**config.mk**
```make
export PLATFORM = sky130hd
export DESIGN_NAME = ctc_queue
export DESIGN_NICKNAME = d
export VERILOG_FILES = /design/src/sv/ctc_pkg.sv /design/src/sv/ctc_queue.sv
export SDC_FILE = /design/constraint.sdc
export NUM_CORES = 1
export LEC_CHECK = 0
export ABC_AREA = 1
export BUFFER_PORTS_ARGS = -buffer_cell sky130_fd_sc_hd__buf_2
export CELL_PAD_IN_SITES_DETAIL_PLACEMENT = 0
export CELL_PAD_IN_SITES_GLOBAL_PLACEMENT = 1
export CORE_MARGIN = 2
export CORE_UTILIZATION = 48
export CTS_BUF_LIST = sky130_fd_sc_hd__clkbuf_4
export CTS_CLUSTER_SIZE = 30
export DETAILED_ROUTE_END_ITERATION = 6
export PLACE_DENSITY_LB_ADDON = 0.25
export SYNTH_ARGS = -nofsm -noshare
export SYNTH_HDL_FRONTEND = slang
export SYNTH_SLANG_ARGS = --single-unit
```
**constraint.sdc**
```tcl
create_clock -name clk -period 1.8 [get_ports clk]
set_clock_uncertainty 0.1 [all_clocks]
set_input_delay 0.09 -clock clk [delete_from_list [all_inputs] [get_ports clk]]
set_output_delay 0.09 -clock clk [all_outputs]
set_load 0.005 [all_outputs]
```
**src/sv/ctc_pkg.sv**
```systemverilog
// Package with the types, constants and tables of the class transition counter.
`timescale 1ns / 1ps

package ctc_pkg;

  localparam int NUM_CLASSES   = 224;
  localparam int COUNT_BITS    = 16;
  localparam int HIGHEST_GROUP = 7;
  localparam int MIN_LEVEL     = 3;

  localparam int IDX_BITS    = 8;
  localparam int NUM_CELLS   = NUM_CLASSES * NUM_CLASSES;
  localparam int ADDR_BITS   = $clog2(NUM_CELLS);

  localparam int QUEUE_DEPTH = 4;
  localparam int QPTR_BITS   = $clog2(QUEUE_DEPTH);

  localparam int IN_TDATA_BITS  = 32;
  localparam int OUT_TDATA_BITS = 16;
  localparam int OUT_TUSER_BITS = 3;

  localparam logic [COUNT_BITS-1:0] COUNT_MAX = '1;

  // Work that the back part does for one item.
  typedef enum logic [1:0] {
    OP_NONE = 2'd0,  // result without a memory access
    OP_READ = 2'd1,  // read one cell
    OP_INC  = 2'd2   // read, increment and write back one cell
  } op_t;

  typedef enum logic [1:0] {
    ST_CLEAR = 2'd0,
    ST_IDLE  = 2'd1,
    ST_EXEC  = 2'd2
  } state_t;

  // One classified item as it travels from the front to the back.
  typedef struct packed {
    op_t                  op;
    logic [ADDR_BITS-1:0] addr;
    logic                 invalid_class;
    logic                 out_of_level;
  } item_t;

  // Flat index of the first class of each group; past the last group it is the total.
  function automatic logic [8:0] group_start(input logic [3:0] g);
    logic [8:0] s;
    case (g)
      4'd0:    s = 9'd0;
      4'd1:    s = 9'd0;
      4'd2:    s = 9'd1;
      4'd3:    s = 9'd7;
      4'd4:    s = 9'd19;
      4'd5:    s = 9'd48;
      4'd6:    s = 9'd86;
      4'd7:    s = 9'd136;
      4'd8:    s = 9'd186;
      4'd9:    s = 9'd224;
      default: s = 9'd0;
    endcase
    return s;
  endfunction

endpackage

```
**src/sv/ctc_queue.sv**
```systemverilog
// Short queue of classified items between the front and the back part.
`timescale 1ns / 1ps

module ctc_queue (
  input  logic           clk,
  input  logic           rst,
  input  logic           push,
  input  ctc_pkg::item_t push_item,
  output logic           full,
  input  logic           pop,
  output ctc_pkg::item_t head_item,
  output logic           not_empty
);
  import ctc_pkg::*;

  item_t                entries [QUEUE_DEPTH];
  logic [QPTR_BITS-1:0] wr_ptr;
  logic [QPTR_BITS-1:0] rd_ptr;
  logic [QPTR_BITS:0]   fill;

  assign full      = (fill == (QPTR_BITS+1)'(QUEUE_DEPTH));
  assign not_empty = (fill != '0);
  assign head_item = entries[rd_ptr];

  // Entry storage.
  always_ff @(posedge clk) begin
    if (push) begin
      entries[wr_ptr] <= push_item;
    end
  end

  // Pointers and fill level.
  always_ff @(posedge clk) begin
    if (rst) begin
      wr_ptr <= '0;
      rd_ptr <= '0;
      fill   <= '0;
    end else begin
      if (push) begin
        wr_ptr <= wr_ptr + 1'b1;
      end
      if (pop) begin
        rd_ptr <= rd_ptr + 1'b1;
      end
      case ({push, pop})
        2'b10:   fill <= fill + 1'b1;
        2'b01:   fill <= fill - 1'b1;
        default: fill <= fill;
      endcase
    end
  end

endmodule

```
==> run summary <==
synthesized-area fraction occupied by adder cells - 2.44%
Synth top area share - 71.0%
Post-Synthesis Cells - 252
syn_area_per_cell - 13.4 µm²
Post-synth EDFFs - 80
Core ar. - 0.00679 mm²
pre-CTS WS - 0.299 ns
pwr dens - 927 mW/mm²
Final WS setup - 0.121 ns
Slew Limit Fails - 0
residual DRC count - 0
Layout fillers - 529
Clock Path Buffers - 2
initial core utilization - 49.8%
Chip Height - 88.0 µm
antenna fix cells - 0
port bufs - 45
CTS clk-pin slew, worst paths - 0.13 ns
H-tree Lvls - 3
period utilization - 93.3%
per-cell routed wire length - 13.8 µm
outcome - completed
commonest non-fill, non-tap cell in the layout - edfxtp_1
FMAX - 596 MHz
Req. time, crit path - 1.61 ns
CP Launch Type - flop
largest area contributor in the netlist - edfxtp_1
Synth Area in Compound Gates - 11.2%
FFs w/ async S/R, synth - 0%
Num CTS Buffers - 9
P&R area growth vs syn - 23.8%
Slew HR - 83.1%
mux cell area share after synthesis - 0%
HP Class - in -> reg
clock sinks - 89
most frequent cells in the layout - edfxtp_1 (80), buf_2 (45), nor2_1 (43)
Die Footprint - 0.00774 mm²
DRT iter0 DRCs - 108
main combinational cell family by area after synthesis - compound AO/OA/AOI/OAI gates
Simple-Gate Fraction of Synth Area - 6.40%
Crit Path Max Fanout - 26
layout cells sized above 1 - 21.0%
Placer Congestion - 0.730
Vias/cell - 4.91
largest cells by area after synthesis - edfxtp_1 (71%), o21ai_1 (5.9%), dfxtp_1 (5.3%)
Reg2Reg Depth - 8
Top FF cell, synth - edfxtp_1
XOR/XNOR share of the synthesized area - 0%
CP peak stage delay - 0.40 ns
first-pass GRT wire length - 9560 µm
register area share after synthesis - 76.3%
worst slew pin tran - 0.250 ns
maximum vdd drop - 0.000547 V
area of the mapped netlist - 0.00338 mm²
hold-critical path depth - 2
Top Ports - 46
# nets final - 358
DR pass1 iterations - 4
Worst-Skew Late Latency - 0.41 ns
vias in the first global route - 2077
Setup Viol. Count Final - 0
die width - 88.0 µm
CTS tree - built
via count - 2105
CP endpoint kind - output pin
P_leak - 1.57 nW
post-DP HPWL - 3540 µm
CTS Root Cell - clkbuf_4
final WL - 5940 µm
Global Route Usage Sum - 17.1%
crit-path cells - clkinv_4 > buf_12 > o21ai_1 > o22ai_1 > buf_2
# rows - 30
Yosys reg bits - 89
synth warn - 0
Crit path arrival time - 1.49 ns
Min Clock Period, post-route - 1.68 ns
Fin Hold WS - 0.315 ns
Max-cap violations - 0
grt ovf - 0
initial antenna violation count - 0
Setup Crit Path Kind - reg -> out
largest net degree at the start of global routing - 27
Critical-path top delay cell - dfxtp_2
syn nets - 282
count of different cell masters after synthesis - 17
final hold vios - 0
Detail Route Antenna Nets - 0
==> synth_stat cells (4+ instances only) <==
master    instances
dfxtp_1           9
a21oi_1           5
buf_2             8
nand2_1           9
edfxtp_1         80
o21ai_1          40
clkbuf_1          4
nor2_1           43
ha_1              5
o22ai_1          20
o21ai_0           6
inv_1            17
==> routing by layer <==
metal  part of all wire [%]  track usage, %
met1                     43            20.6
met2                     52            29.2
met3                    3.5            3.30
met4                    2.1            9.09
met5                      0               0
==> logic make-up (layout without fill, tap and decap cells) <==
| logic type | after synthesis | count (layout) |
|---|---|---|
| compound gates | 71 | 71 |
| fa+ha+maj | 6 | 6 |
| buf+inv | 30 | 111 |
| flops | 89 | 89 |
| simple gates | 56 | 56 |
==> worst paths after layout <==
path	startpoint	end	slack [ns]
worst max-delay path	flop	head_item[6]	0.12
worst min-delay path	push_item[13]	entries[1][13]	0.32
worst max register to register	fill[1]	fill[2]	0.39
worst min register to register	rd_ptr[1]	rd_ptr[1]	0.36
==> timing repair <==
item / 4_1_cts / 5_1_grt
resized for setup: 2 / 2
setup endpoints to repair: 5 / 12
buffers inserted: 0 / 0
endpoints found under the hold margin: 89 / 0
pin swaps: 0 / 0
hold buffers: 23 / 0
==> critical path: cells and delay by family (launching register included) <==
kind                   cells  cell delay [ns]
DFF                        1             0.40
AOI/OAI and AO/OA          2             0.21
buffers and inverters      3             0.45
==> state kept, by name, summed over array words and instances, names as in the netlist, named ones only <==
signal	flops
entries	80
fill	3
wr_ptr	2
rd_ptr	2
==> area by class of cell <==
cell class,instances,area (µm²),area share [%]
Inverter,18,72.6,1.73
Sequential cell,89,2580,61.6
Clock inverter,6,58.8,1.40
Multi-Input combinational cell,133,679,16.2
Tap cell,96,120,2.87
Timing Repair Buffer,77,602,14.4
Clock buffer,10,75.1,1.79
==> where the power goes <==
part,total [mW],switching [mW],internal (mW)
clock,1.05,0.619,0.431
sequential,2.37,0.0273,2.35
combinational,0.463,0.256,0.208
==> metrics by stage <==
| stage | instances | TNS (ns) | util, % | area, µm² | power (mW) |
|---|---|---|---|---|---|
| CTS | 429 | 0 | 61.6 | 4190 | 3.92 |
| detailed placement | 390 | 0 | 56.2 | 3820 | 2.85 |
| global placement | 390 | 0 | 56.2 | 3820 | 2.84 |
| global route | 429 | -0.0000256 | 61.7 | 4190 | 4.08 |
| floorplan | 252 | 0 | - | 3380 | 2.64 |
| finish | 429 | 0 | 61.7 | 4190 | 3.89 |
Note: power is estimated with default switching activity, not from simulation.
