## src/sv/ctc_pkg.sv

```systemverilog
// Package with the types, constants and tables of the class transition counter.
`timescale 1ns / 1ps

package ctc_pkg;

  localparam int NUM_CLASSES   = 224;
  localparam int COUNT_BITS    = 16;
  localparam int HIGHEST_GROUP = 7;
  localparam int MIN_LEVEL     = 3;

  localparam int IDX_BITS    = 8;
  localparam int NUM_CELLS   = NUM_CLASSES * NUM_CLASSES;
  localparam int ADDR_BITS   = $clog2(NUM_CELLS);

  localparam int QUEUE_DEPTH = 4;
  localparam int QPTR_BITS   = $clog2(QUEUE_DEPTH);

  localparam int IN_TDATA_BITS  = 32;
  localparam int OUT_TDATA_BITS = 16;
  localparam int OUT_TUSER_BITS = 3;

  localparam logic [COUNT_BITS-1:0] COUNT_MAX = '1;

  // Work that the back part does for one item.
  typedef enum logic [1:0] {
    OP_NONE = 2'd0,  // result without a memory access
    OP_READ = 2'd1,  // read one cell
    OP_INC  = 2'd2   // read, increment and write back one cell
  } op_t;

  typedef enum logic [1:0] {
    ST_CLEAR = 2'd0,
    ST_IDLE  = 2'd1,
    ST_EXEC  = 2'd2
  } state_t;

  // One classified item as it travels from the front to the back.
  typedef struct packed {
    op_t                  op;
    logic [ADDR_BITS-1:0] addr;
    logic                 invalid_class;
    logic                 out_of_level;
  } item_t;

  // Flat index of the first class of each group; past the last group it is the total.
  function automatic logic [8:0] group_start(input logic [3:0] g);
    logic [8:0] s;
    case (g)
      4'd0:    s = 9'd0;
      4'd1:    s = 9'd0;
      4'd2:    s = 9'd1;
      4'd3:    s = 9'd7;
      4'd4:    s = 9'd19;
      4'd5:    s = 9'd48;
      4'd6:    s = 9'd86;
      4'd7:    s = 9'd136;
      4'd8:    s = 9'd186;
      4'd9:    s = 9'd224;
      default: s = 9'd0;
    endcase
    return s;
  endfunction

endpackage

```

## src/sv/ctc_front.sv

```systemverilog
// Front part: accepts items, classifies symbols and queries, tracks the previous class.
`timescale 1ns / 1ps

module ctc_front (
  input  logic                               clk,
  input  logic                               rst,
  input  logic                               s_axis_tvalid,
  output logic                               s_axis_tready,
  // group [3:0], number [9:4], query_row [17:10], query_col [25:18], zero fill
  input  logic [ctc_pkg::IN_TDATA_BITS-1:0]  s_axis_tdata,
  // req_type
  input  logic                               s_axis_tuser,
  input  logic                               cfg_we,
  input  logic [2:0]                         cfg_wdata,
  input  logic                               clear_busy,
  input  logic                               q_full,
  output logic                               push,
  output ctc_pkg::item_t                     push_item
);
  import ctc_pkg::*;

  logic [IDX_BITS-1:0] prev_index;
  logic                prev_valid;
  logic [2:0]          display_level;

  logic [3:0]          group;
  logic [5:0]          number;
  logic [7:0]          query_row;
  logic [7:0]          query_col;
  logic [3:0]          group_up;
  logic [8:0]          start_lo;
  logic [8:0]          start_hi;
  logic [8:0]          size;
  logic [8:0]          idx;
  logic                sym_ok;
  logic [2:0]          level;
  logic [8:0]          bound;
  logic                in_matrix;

  assign group     = s_axis_tdata[3:0];
  assign number    = s_axis_tdata[9:4];
  assign query_row = s_axis_tdata[17:10];
  assign query_col = s_axis_tdata[25:18];

  assign s_axis_tready = !clear_busy && !q_full;
  assign push          = s_axis_tvalid && s_axis_tready;

  // Symbol checks and flat index.
  always_comb begin
    group_up = group + 4'd1;
    start_lo = group_start(group);
    start_hi = group_start(group_up);
    size     = start_hi - start_lo;
    idx      = start_lo + 9'(number) - 9'd1;
    sym_ok   = (group >= 4'd1) && (group <= 4'(HIGHEST_GROUP)) && (number != 6'd0) &&
               (9'(number) <= size) && (idx < 9'(NUM_CLASSES));
  end

  // Query bound from the display level, with low levels raised to the minimum.
  always_comb begin
    level     = (display_level < 3'(MIN_LEVEL)) ? 3'(MIN_LEVEL) : display_level;
    bound     = group_start(4'(level) + 4'd1);
    in_matrix = (9'(query_row) < 9'(NUM_CLASSES)) && (9'(query_col) < 9'(NUM_CLASSES));
  end

  // Classification of the item into the work for the back part.
  always_comb begin
    push_item = '0;
    if (s_axis_tuser) begin
      push_item.op           = in_matrix ? OP_READ : OP_NONE;
      push_item.addr         = ADDR_BITS'(32'(query_row) * 32'(NUM_CLASSES) + 32'(query_col));
      push_item.out_of_level = (9'(query_row) >= bound) || (9'(query_col) >= bound);
    end else if (!sym_ok) begin
      push_item.op            = OP_NONE;
      push_item.invalid_class = 1'b1;
    end else if (prev_valid && (9'(prev_index) < 9'(NUM_CLASSES))) begin
      push_item.op   = OP_INC;
      push_item.addr = ADDR_BITS'(32'(prev_index) * 32'(NUM_CLASSES) + 32'(idx));
    end else begin
      push_item.op = OP_NONE;
    end
  end

  // Chain state and the display level register.
  always_ff @(posedge clk) begin
    if (rst) begin
      prev_index    <= '0;
      prev_valid    <= 1'b0;
      display_level <= 3'(MIN_LEVEL);
    end else begin
      if (cfg_we) begin
        display_level <= cfg_wdata;
      end
      if (push && !s_axis_tuser) begin
        if (sym_ok) begin
          prev_index <= idx[IDX_BITS-1:0];
          prev_valid <= 1'b1;
        end else begin
          prev_valid <= 1'b0;
        end
      end
    end
  end

endmodule

```

## config.mk

```make
export PLATFORM = sky130hd
export DESIGN_NAME = ctc_front
export DESIGN_NICKNAME = d
export VERILOG_FILES = /design/src/sv/ctc_pkg.sv /design/src/sv/ctc_front.sv
export SDC_FILE = /design/constraint.sdc
export NUM_CORES = 1
export LEC_CHECK = 0
export ABC_CLOCK_PERIOD_IN_PS = 5100
export BUFFER_PORTS_ARGS = -buffer_cell sky130_fd_sc_hd__buf_2
export CAP_MARGIN = 30
export CORE_MARGIN = 5
export CORE_UTILIZATION = 55
export DETAILED_ROUTE_END_ITERATION = 8
export PLACE_DENSITY = 0.81
export SYNTH_ARGS = -nofsm -noshare
export SYNTH_HDL_FRONTEND = slang
export SYNTH_SLANG_ARGS = --single-unit
```

## constraint.sdc

```tcl
create_clock -name clk -period 5.1 [get_ports clk]
set_clock_uncertainty 0.2 [all_clocks]
set_input_delay 0.51 -clock clk [delete_from_list [all_inputs] [get_ports clk]]
set_output_delay 0.51 -clock clk [all_outputs]
set_load 0.005 [all_outputs]
```

==> results.sh, run 1 <==
export IMPL_fp_dieH_um=95.8
export IMPL_finalHoldViolCount=0
export IMPL_place_area_um2=4810
export IMPL_hpwl_um=8960
export IMPL_pwr_density_cell_nw_per_um2=177
export IMPL_die_x_um=95.8
export IMPL_dieArea_um2=9170
export IMPL_synth_most_common_cell="ha_1"
export IMPL_period_share_pct=101
export IMPL_vias_per_cell=5.96
export IMPL_ys_seq_elements=12
export IMPL_design_area_um2=5340
export IMPL_cp_end_kind="primary output"
export IMPL_path_clk_slew_ns=0.06
export IMPL_syn_inst=494
export IMPL_cp_start_kind="input port"
export IMPL_syn2layout_area_growth_pct=32.0
export IMPL_grt_pass1_wl_um=17700
export IMPL_antennaDiodeCount=0
export IMPL_synth_area_um2=4050
export IMPL_synth_edf_count=0
export IMPL_placeableCoreArea_um2=7210
export IMPL_yosys_top_cells_count="84 x ha_1, 51 x inv_1, 32 x nand2_1, 31 x nor2_1, 28 x a21oi_1"
export IMPL_synth_largest_area_cell="ha_1"
export IMPL_slew_violations=0
export IMPL_final_core_util_pct=74.0
export IMPL_initial_core_util_pct=56.1
export IMPL_synthTopCellsByArea="ha_1 26%, fa_1 9.4%, dfxtp_1 5.9%"
export IMPL_layout_nets=761
export IMPL_fin_ws_ns=-0.0292
export IMPL_slew_headroom_pct=65.6
export IMPL_outcome="finished with violations"
export IMPL_layout_drive_gt1_share_pct=31.4
export IMPL_dp_slack_ns=-0.262
export IMPL_grt_pass1_vias=3995
export IMPL_drtPass1Iterations=5
export IMPL_cts_sinks=12
export IMPL_synth_avg_cell_area_um2=8.19
export IMPL_setup_violations=1
export IMPL_cts_tree="built"
export IMPL_drc=0
export IMPL_htreeDepth=1
export IMPL_crit_required_ns=4.39
export IMPL_arrival_ns=4.42
export IMPL_grt_overflow_total=0
export IMPL_cts_root_buf="clkbuf_8"
export IMPL_p_leak_nw=2.66
export IMPL_fin_cells=714
export IMPL_ys_seq_area_share_pct=5.94
export IMPL_num_vias=4255
export IMPL_cts_inserted_buffers=3
export IMPL_rows=31
export IMPL_gp_congestion=0.938
export IMPL_first_iter_violations=234
export IMPL_holdBufCountCts=0
export IMPL_synth_top_area_share_pct=26.0
export IMPL_clk_latency_ns=0.25
export IMPL_cp_max_fo=4
export IMPL_routedWlPerCell_um=17.2
export IMPL_ys_types=70
export IMPL_ys_warn_count=0
export IMPL_ios=64
export IMPL_min_path_type="in2reg"
export IMPL_failed_checks="negative setup slack"
export IMPL_fin_crit_ns=5.13
export IMPL_rsz0062_at_grt="true"
export IMPL_synth_top_flop_cell="dfxtp_1"
export IMPL_max_freq_mhz=195
export IMPL_place_inst=695
export IMPL_grt_max_degree=16
export IMPL_antenna_found_initial=0
export IMPL_ir_worst_vdd_mv=0.178
export IMPL_timing_setup_tns_ns=-0.0292
export IMPL_port_buffer_count=57
export IMPL_worstSetupPathType="in2out"
export IMPL_tightest_slew_ns=0.510
export IMPL_grt_use_total_pct=23.9
export IMPL_drtAntennaViolNets=0
export IMPL_ys_async_sr_fraction_pct=0
export IMPL_drv_cap=0
export IMPL_syn_nets=639
export IMPL_routed_wl_um=12300
export IMPL_cts_path_max_buffers=2
[registers in the layout, indices dropped and copies added (netlist names)]
signal,flops
prev_index,8
display_level,3
prev_valid,1
[final cells by class]
| class | instances | area [µm²] |
|---|---|---|
| clock buffer | 4 | 55.1 |
| timing repair buffer | 125 | 827 |
| tap | 99 | 124 |
| sequential | 12 | 240 |
| inverter | 51 | 204 |
| multi-input combinational | 423 | 3890 |
| fill | 495 | 1880 |
[metrics by stage]
stage,total power [mW],hold slack [ns]
after floorplan,0.505,0.254
after global placement,0.697,0.272
after detailed placement,0.721,0.281
after CTS,0.851,0.280
after global routing,1.01,0.295
final,0.946,0.280
[logic make-up (layout without fill, tap and decap cells)]
logic type / count (synthesis) / in the layout / synth area share, %
simple gates: 129 / 129 / 16.9
flops: 12 / 12 / 5.94
xor+xnor: 39 / 39 / 8.63
buf+inv: 59 / 180 / 5.81
mux: 15 / 15 / 3.77
compound gates: 137 / 137 / 23.6
fa+ha+maj: 103 / 103 / 35.4
[timing repair]
action / CTS / global route
pin swaps: 8 / 43
setup buffers: 1 / 14
endpoints found under the setup margin: 16 / 16
gates resized for setup: 22 / 52
[routing by layer]
metal / wire length, µm / vias to the layer above / track usage [%]
met2: 6280 / 163 / 41.9
met3: 647 / 47 / 2.89
met4: 434 / 0 / 7.58
li1: - / 2021 / -
met1: 4940 / 2024 / 30.4
met5: 0 / - / 0
[worst max-delay path, cell delays in order]
cell and delay, ns:
buf_6 0.11, buf_8 0.13, inv_8 0.06, ha_4 0.15, mux2i_1 0.08, nor2_1 0.15
a21o_1 0.17, inv_2 0.07, ha_4 0.25, inv_1 0.04, ha_2 0.19, fa_2 0.39
a21oi_2 0.19, o21ai_1 0.10, a21oi_2 0.20, xnor2_2 0.13, ha_4 0.29, a32oi_2 0.13
a21oi_2 0.27, mux2_4 0.32, or3_1 0.36, buf_2 0.13
[worst paths after layout]
kind | from | to | slack (ns) | depth (start not counted)
max reg2reg | display_level[1] | display_level[1] | 4.07 | 2
min reg2reg | prev_valid | prev_valid | 0.30 | 2
min | cfg_wdata[1] | display_level[1] | 0.28 | 2
max | s_axis_tdata[0] | push_item[16] | -0.03 | 22
[placed cells by master (no fill, tap or decap), drive strengths merged, types with 9 or more instances in the layout]
cell type,n
a21o,16
a21oi,31
a31oi,9
buf,125
dfxtp,12
fa,19
ha,84
inv,51
mux2i,13
nand2,32
nand3,11
nor2,31
nor2b,12
nor3,9
o21ai,24
xnor2,21
xor2,18
[power by group]
part,internal [mW],switching [mW],leakage (nW)
combinational,0.355,0.382,2.53
clock,0.0685,0.0405,0.0288
sequential,0.0963,0.00441,0.0975
total,0.519,0.427,2.66
No activity file was read; power rests on OpenSTA's default activity.
==> inputs of run 2 (changes only) <==
- CELL_PAD_IN_SITES_DETAIL_PLACEMENT: default -> 2
- CELL_PAD_IN_SITES_GLOBAL_PLACEMENT: default -> 2
- CORE_UTILIZATION: 55 -> 35
- PLACE_DENSITY: 0.81 -> 0.86
==> run 2 against run 1 <==
Compared with the run above:
- the flow still finishes with violations (negative setup slack)
- total power up 41%
- maximum frequency down 5.9%
- via count up 18%
- wire length up 120%
- critical path depth up 5
- flip-flop and latch count unchanged
- core utilization down 22 points
- global-route usage up 7.0 points
- final cell count up 9.2%
- non-clock buffer count up 20
- first-iteration DRC count up 66%
- worst hold slack worse by 0.0052 ns
- critical endpoint is now push_item[14]
- largest cell class unchanged
- largest power group unchanged
==> results.sh, run 2 (same netlist as run 1, synthesis figures left out) <==
export IMPL_outcome="finished with violations"
export IMPL_failed_checks="negative setup slack"
export IMPL_dieArea_um2=13800
export IMPL_finalHoldViolCount=0
export IMPL_syn2layout_area_growth_pct=46.6
export IMPL_layout_drive_gt1_share_pct=38.4
export IMPL_tightest_slew_ns=0.767
export IMPL_fp_dieH_um=118
export IMPL_cts_path_max_buffers=2
export IMPL_fillCellCount=1220
export IMPL_rsz0062_at_grt="true"
export IMPL_grt_use_met1_pct=32.9
export IMPL_min_path_type="in2reg"
export IMPL_antenna_found_initial=1
export IMPL_cp_start_kind="input port"
export IMPL_cts_tree="built"
export IMPL_cts_sinks=12
export IMPL_crit_top_cell="buf_6"
export IMPL_grt_use_total_pct=30.9
export IMPL_grt_max_degree=16
export IMPL_drtAntennaViolNets=0
export IMPL_htreeDepth=1
export IMPL_cp_max_fo=6
export IMPL_largest_register_ff_count=8
export IMPL_crit_required_ns=4.39
export IMPL_grt_overflow_total=0
export IMPL_grt_pass1_vias=5491
export IMPL_num_vias=5012
export IMPL_final_common_cell="buf_4"
export IMPL_cp_slowest_cell="ha_1"
export IMPL_largest_register="prev_index"
export IMPL_setup_violations=17
export IMPL_period_share_pct=107
export IMPL_fin_crit_ns=5.45
export IMPL_routedWlPerCell_um=34.1
export IMPL_p_total_mw=1.34
export IMPL_grt_pass1_wl_um=33500
export IMPL_fin_ws_ns=-0.349
export IMPL_drv_cap=0
export IMPL_cp_buffers_inverters=8
export IMPL_final_core_util_pct=52.2
export IMPL_grt_busiest_layer="met2"
export IMPL_cts_root_buf="clkbuf_16"
export IMPL_drc=0
export IMPL_max_freq_mhz=184
export IMPL_cp_end_kind="primary output"
export IMPL_path_clk_slew_ns=0.06
export IMPL_slew_headroom_pct=48.2
export IMPL_slowest_delay_ns=0.36
export IMPL_grt_use_met3_pct=5.72
export IMPL_placeableCoreArea_um2=11400
export IMPL_mostFrequentLayoutCells="74 x buf_4, 65 x ha_1, 51 x buf_2"
export IMPL_port_buffer_count=57
export IMPL_path_delay_family="simple AND/OR/NAND/NOR gates"
export IMPL_die_x_um=118
export IMPL_reg_top3="prev_index: 8 flops, display_level: 3 flops, prev_valid: 1 flops"
export IMPL_p_leak_nw=2.88
export IMPL_dp_slack_ns=-0.603
export IMPL_layout_nets=781
export IMPL_rows=39
export IMPL_globalRouteMet2Util_pct=57.4
export IMPL_whs_ns=0.275
export IMPL_timing_setup_tns_ns=-4.49
export IMPL_ios=64
export IMPL_slew_violations=0
export IMPL_gp_congestion=0.834
export IMPL_drtPass1Iterations=5
export IMPL_routed_wl_um=26600
export IMPL_arrival_ns=4.74
export IMPL_initial_core_util_pct=35.6
export IMPL_ir_worst_vdd_mv=0.122
export IMPL_hpwl_um=14700
export IMPL_cts_inserted_buffers=3
export IMPL_vias_per_cell=6.43
export IMPL_holdBufCountCts=0
export IMPL_clk_latency_ns=0.26
export IMPL_pwr_density_cell_nw_per_um2=225
export IMPL_first_iter_violations=388
export IMPL_worstSetupPathType="in2out"
## run 2: cell type report
class                   instances  area, µm²  area share [%]
clock buffers                   4       88.8            1.50
inverters                      51        196            3.31
diodes                          2       5.00          0.0844
repair buffers                145       1050            17.8
flip-flops and latches         12        241            4.07
multi-input cells             423       4170            70.2
well taps                     143        179            3.02
## run 2: metrics by stage
step / area (µm²) / cells
floorplan: 4050 / 494
global placement: 4960 / 752
detailed placement: 4960 / 752
CTS: 5470 / 765
global route: 5930 / 780
finish: 5930 / 780
## run 2: what timing repair did
item                       in CTS  in global routing
setup endpoints to repair      19                 19
setup buffers                   9                 13
pin swaps                      24                 31
gates resized for setup        73                 72
## run 2: power by group
part | internal [mW] | switching [mW] | total [mW]
Clock | 0.120 | 0.0619 | 0.182
Combinational | 0.448 | 0.605 | 1.05
Sequential | 0.0964 | 0.00619 | 0.103
## run 2: worst reg2reg max path: stages (launching register included)
cell	delay [ns]
dfxtp_1	0.50
nand2_1	0.11
a21oi_1	0.34
## run 2: layer usage
metal / part of all wire, % / vias to the layer above / wire length [µm]
met3: 6.6 / 147 / 1760
li1: - / 2058 / -
met1: 37 / 2477 / 9740
met4: 7.2 / 0 / 1930
met2: 50 / 330 / 13200
met5: 0 / - / 0
## run 2: final timing paths
kind	startpoint	to	slack [ns]	cells past startpoint
worst max-delay path	s_axis_tdata[0]	push_item[14]	-0.35	27
worst max register to register	prev_index[0]	prev_index[0]	3.81	2
worst min register to register	prev_valid	prev_valid	0.40	2
worst min-delay path	cfg_wdata[0]	display_level[0]	0.28	2
==> inputs of run 3 (changes only) <==
- CTS_CLUSTER_DIAMETER: default -> 80
- GPL_TIMING_DRIVEN: default -> 0
- SLEW_MARGIN: default -> 20
==> run 3 against run 2 <==
Compared with the run above:
- the run still ends with negative setup slack left
- highest routed layer unchanged
- total power down 13%
- core utilization down 4.2 points
- sequential share of layout area up 0.33 points
- clock power about the same
- global-route usage down 6.5 points
==> results.sh, run 3 (same netlist as run 1, synthesis figures left out) <==
export IMPL_layout_drive_gt1_share_pct=31.6
export IMPL_drv_cap=0
export IMPL_finalHoldViolCount=0
export IMPL_outcome="finished with violations"
export IMPL_ir_worst_vdd_mv=0.210
export IMPL_grt_max_degree=11
export IMPL_largest_register="prev_index"
export IMPL_cts_inserted_buffers=3
export IMPL_pwr_density_cell_nw_per_um2=214
export IMPL_p_leak_nw=2.58
export IMPL_design_area_um2=5450
export IMPL_worstSetupPathType="in2out"
export IMPL_fin_crit_ns=5.32
export IMPL_fin_ws_ns=-0.221
export IMPL_grt_pass1_vias=4910
export IMPL_drtAntennaViolNets=0
export IMPL_largest_register_ff_count=8
export IMPL_fp_dieH_um=118
export IMPL_grt_use_total_pct=24.4
export IMPL_drtPass1Iterations=4
export IMPL_path_clk_slew_ns=0.05
export IMPL_dp_slack_ns=-0.801
export IMPL_mostFrequentLayoutCells="63 x ha_1, 55 x buf_2, 44 x inv_1"
export IMPL_crit_required_ns=4.39
export IMPL_whs_ns=0.270
export IMPL_multi_input_area_um2=4100
export IMPL_htreeDepth=1
export IMPL_fillCellCount=1228
export IMPL_first_iter_violations=217
export IMPL_gp_congestion=0.828
export IMPL_ios=64
export IMPL_arrival_ns=4.61
export IMPL_max_freq_mhz=188
export IMPL_num_vias=4501
export IMPL_period_share_pct=104
export IMPL_reg_top3="prev_index: 8 flops, display_level: 3 flops, prev_valid: 1 flops"
export IMPL_rsz0062_at_grt="true"
export IMPL_cp_start_kind="input port"
export IMPL_vias_per_cell=6.13
export IMPL_rows=39
export IMPL_clk_latency_ns=0.27
export IMPL_slew_headroom_pct=46.0
export IMPL_port_buffer_count=57
export IMPL_cp_max_fo=8
export IMPL_setup_violations=15
export IMPL_place_area_um2=4510
export IMPL_cts_root_buf="clkbuf_16"
export IMPL_holdBufCountCts=0
export IMPL_hpwl_um=12100
export IMPL_placeableCoreArea_um2=11400
export IMPL_drc=0
export IMPL_final_common_cell="ha_1"
export IMPL_initial_core_util_pct=35.6
export IMPL_syn2layout_area_growth_pct=34.8
export IMPL_cts_tree="built"
export IMPL_grt_pass1_wl_um=27600
export IMPL_cp_end_kind="primary output"
export IMPL_die_x_um=118
export IMPL_routed_wl_um=21600
export IMPL_dieArea_um2=13800
export IMPL_min_path_type="in2reg"
export IMPL_slew_violations=0
export IMPL_routedWlPerCell_um=29.4
export IMPL_antenna_found_initial=2
export IMPL_grt_overflow_total=0
export IMPL_failed_checks="negative setup slack"
export IMPL_final_core_util_pct=48.0
export IMPL_layout_nets=735
export IMPL_tightest_slew_ns=0.800
export IMPL_register_area_um2=240
export IMPL_cts_path_max_buffers=2
export IMPL_cts_sinks=12
==> run 3: cell types whose count changed in the layout (fill, tap and decap cells not counted), sizes merged <==
cell | before | now
nor2 | 31 | 32
clkinvlp | 0 | 1
buf | 144 | 95
inv | 51 | 50
clkbuf | 5 | 7
==> run 3: critical path, stage by stage <==
cell      delay [ns]
buf_2           0.14
buf_6           0.17
nand3_2         0.13
xnor2_4         0.18
buf_4           0.17
nor2_2          0.13
nand2_1         0.10
nand2_1         0.15
ha_4            0.26
a21o_1          0.20
nand2_1         0.14
nand3b_1        0.13
xnor2_1         0.16
ha_1            0.37
nand3_2         0.10
o22ai_2         0.08
a31oi_4         0.20
o21ai_2         0.12
o211ai_4        0.29
nor3_2          0.09
mux2_4          0.28
or3_1           0.38
buf_2           0.14
==> run 3: area by class of cell <==
type | instances | area share (%)
Antenna cell | 2 | 0.0918
Inverter | 51 | 3.72
Tap cell | 143 | 3.28
Buffer | 7 | 0.918
Multi-Input combinational cell | 424 | 75.2
Sequential cell | 12 | 4.40
Clock buffer | 4 | 1.63
Timing Repair Buffer | 91 | 10.7
==> run 3: path summary, 6_finish.rpt <==
kind / startpoint / to / slack (ns) / cells past startpoint
setup / recovery: s_axis_tdata[2] / push_item[16] / -0.22 / 23
hold / removal: cfg_wdata[0] / display_level[0] / 0.27 / 2
setup reg to reg: display_level[2] / display_level[2] / 3.89 / 3
hold reg to reg: prev_index[0] / prev_index[0] / 0.43 / 2
==> run 3: timing repair <==
action                                  CTS  global route
endpoints found under the setup margin   19            18
cloned                                    0             2
gates resized for setup                  49            70
pin swaps                                16            40
setup buffers                            14            19
==> run 3: through the flow <==
stage / power (mW) / setup TNS, ns / std cells
6_report: 1.17 / -1.89 / 734
5_1_grt: 1.21 / -4.41 / 734
4_1_cts: 0.935 / -0.0554 / 711
3_5_place_dp: 0.699 / -12.46 / 694
3_3_place_gp: 0.655 / -7.85 / 694
2_1_floorplan: 0.505 / 0 / 494
==> run 3: power breakdown <==
part | switching [mW] | internal (mW)
clock network | 0.0626 | 0.120
registers | 0.00384 | 0.0964
logic | 0.518 | 0.368
==> run 3: metal layers <==
metal	share of wire, %	wire length, µm	vias up	track usage [%]
met3	4.1	885	89	2.98
met2	52	11200	175	47.2
met4	5.2	1130	0	7.96
li1	-	-	1958	-
met5	0	0	-	0
met1	39	8370	2279	27.2
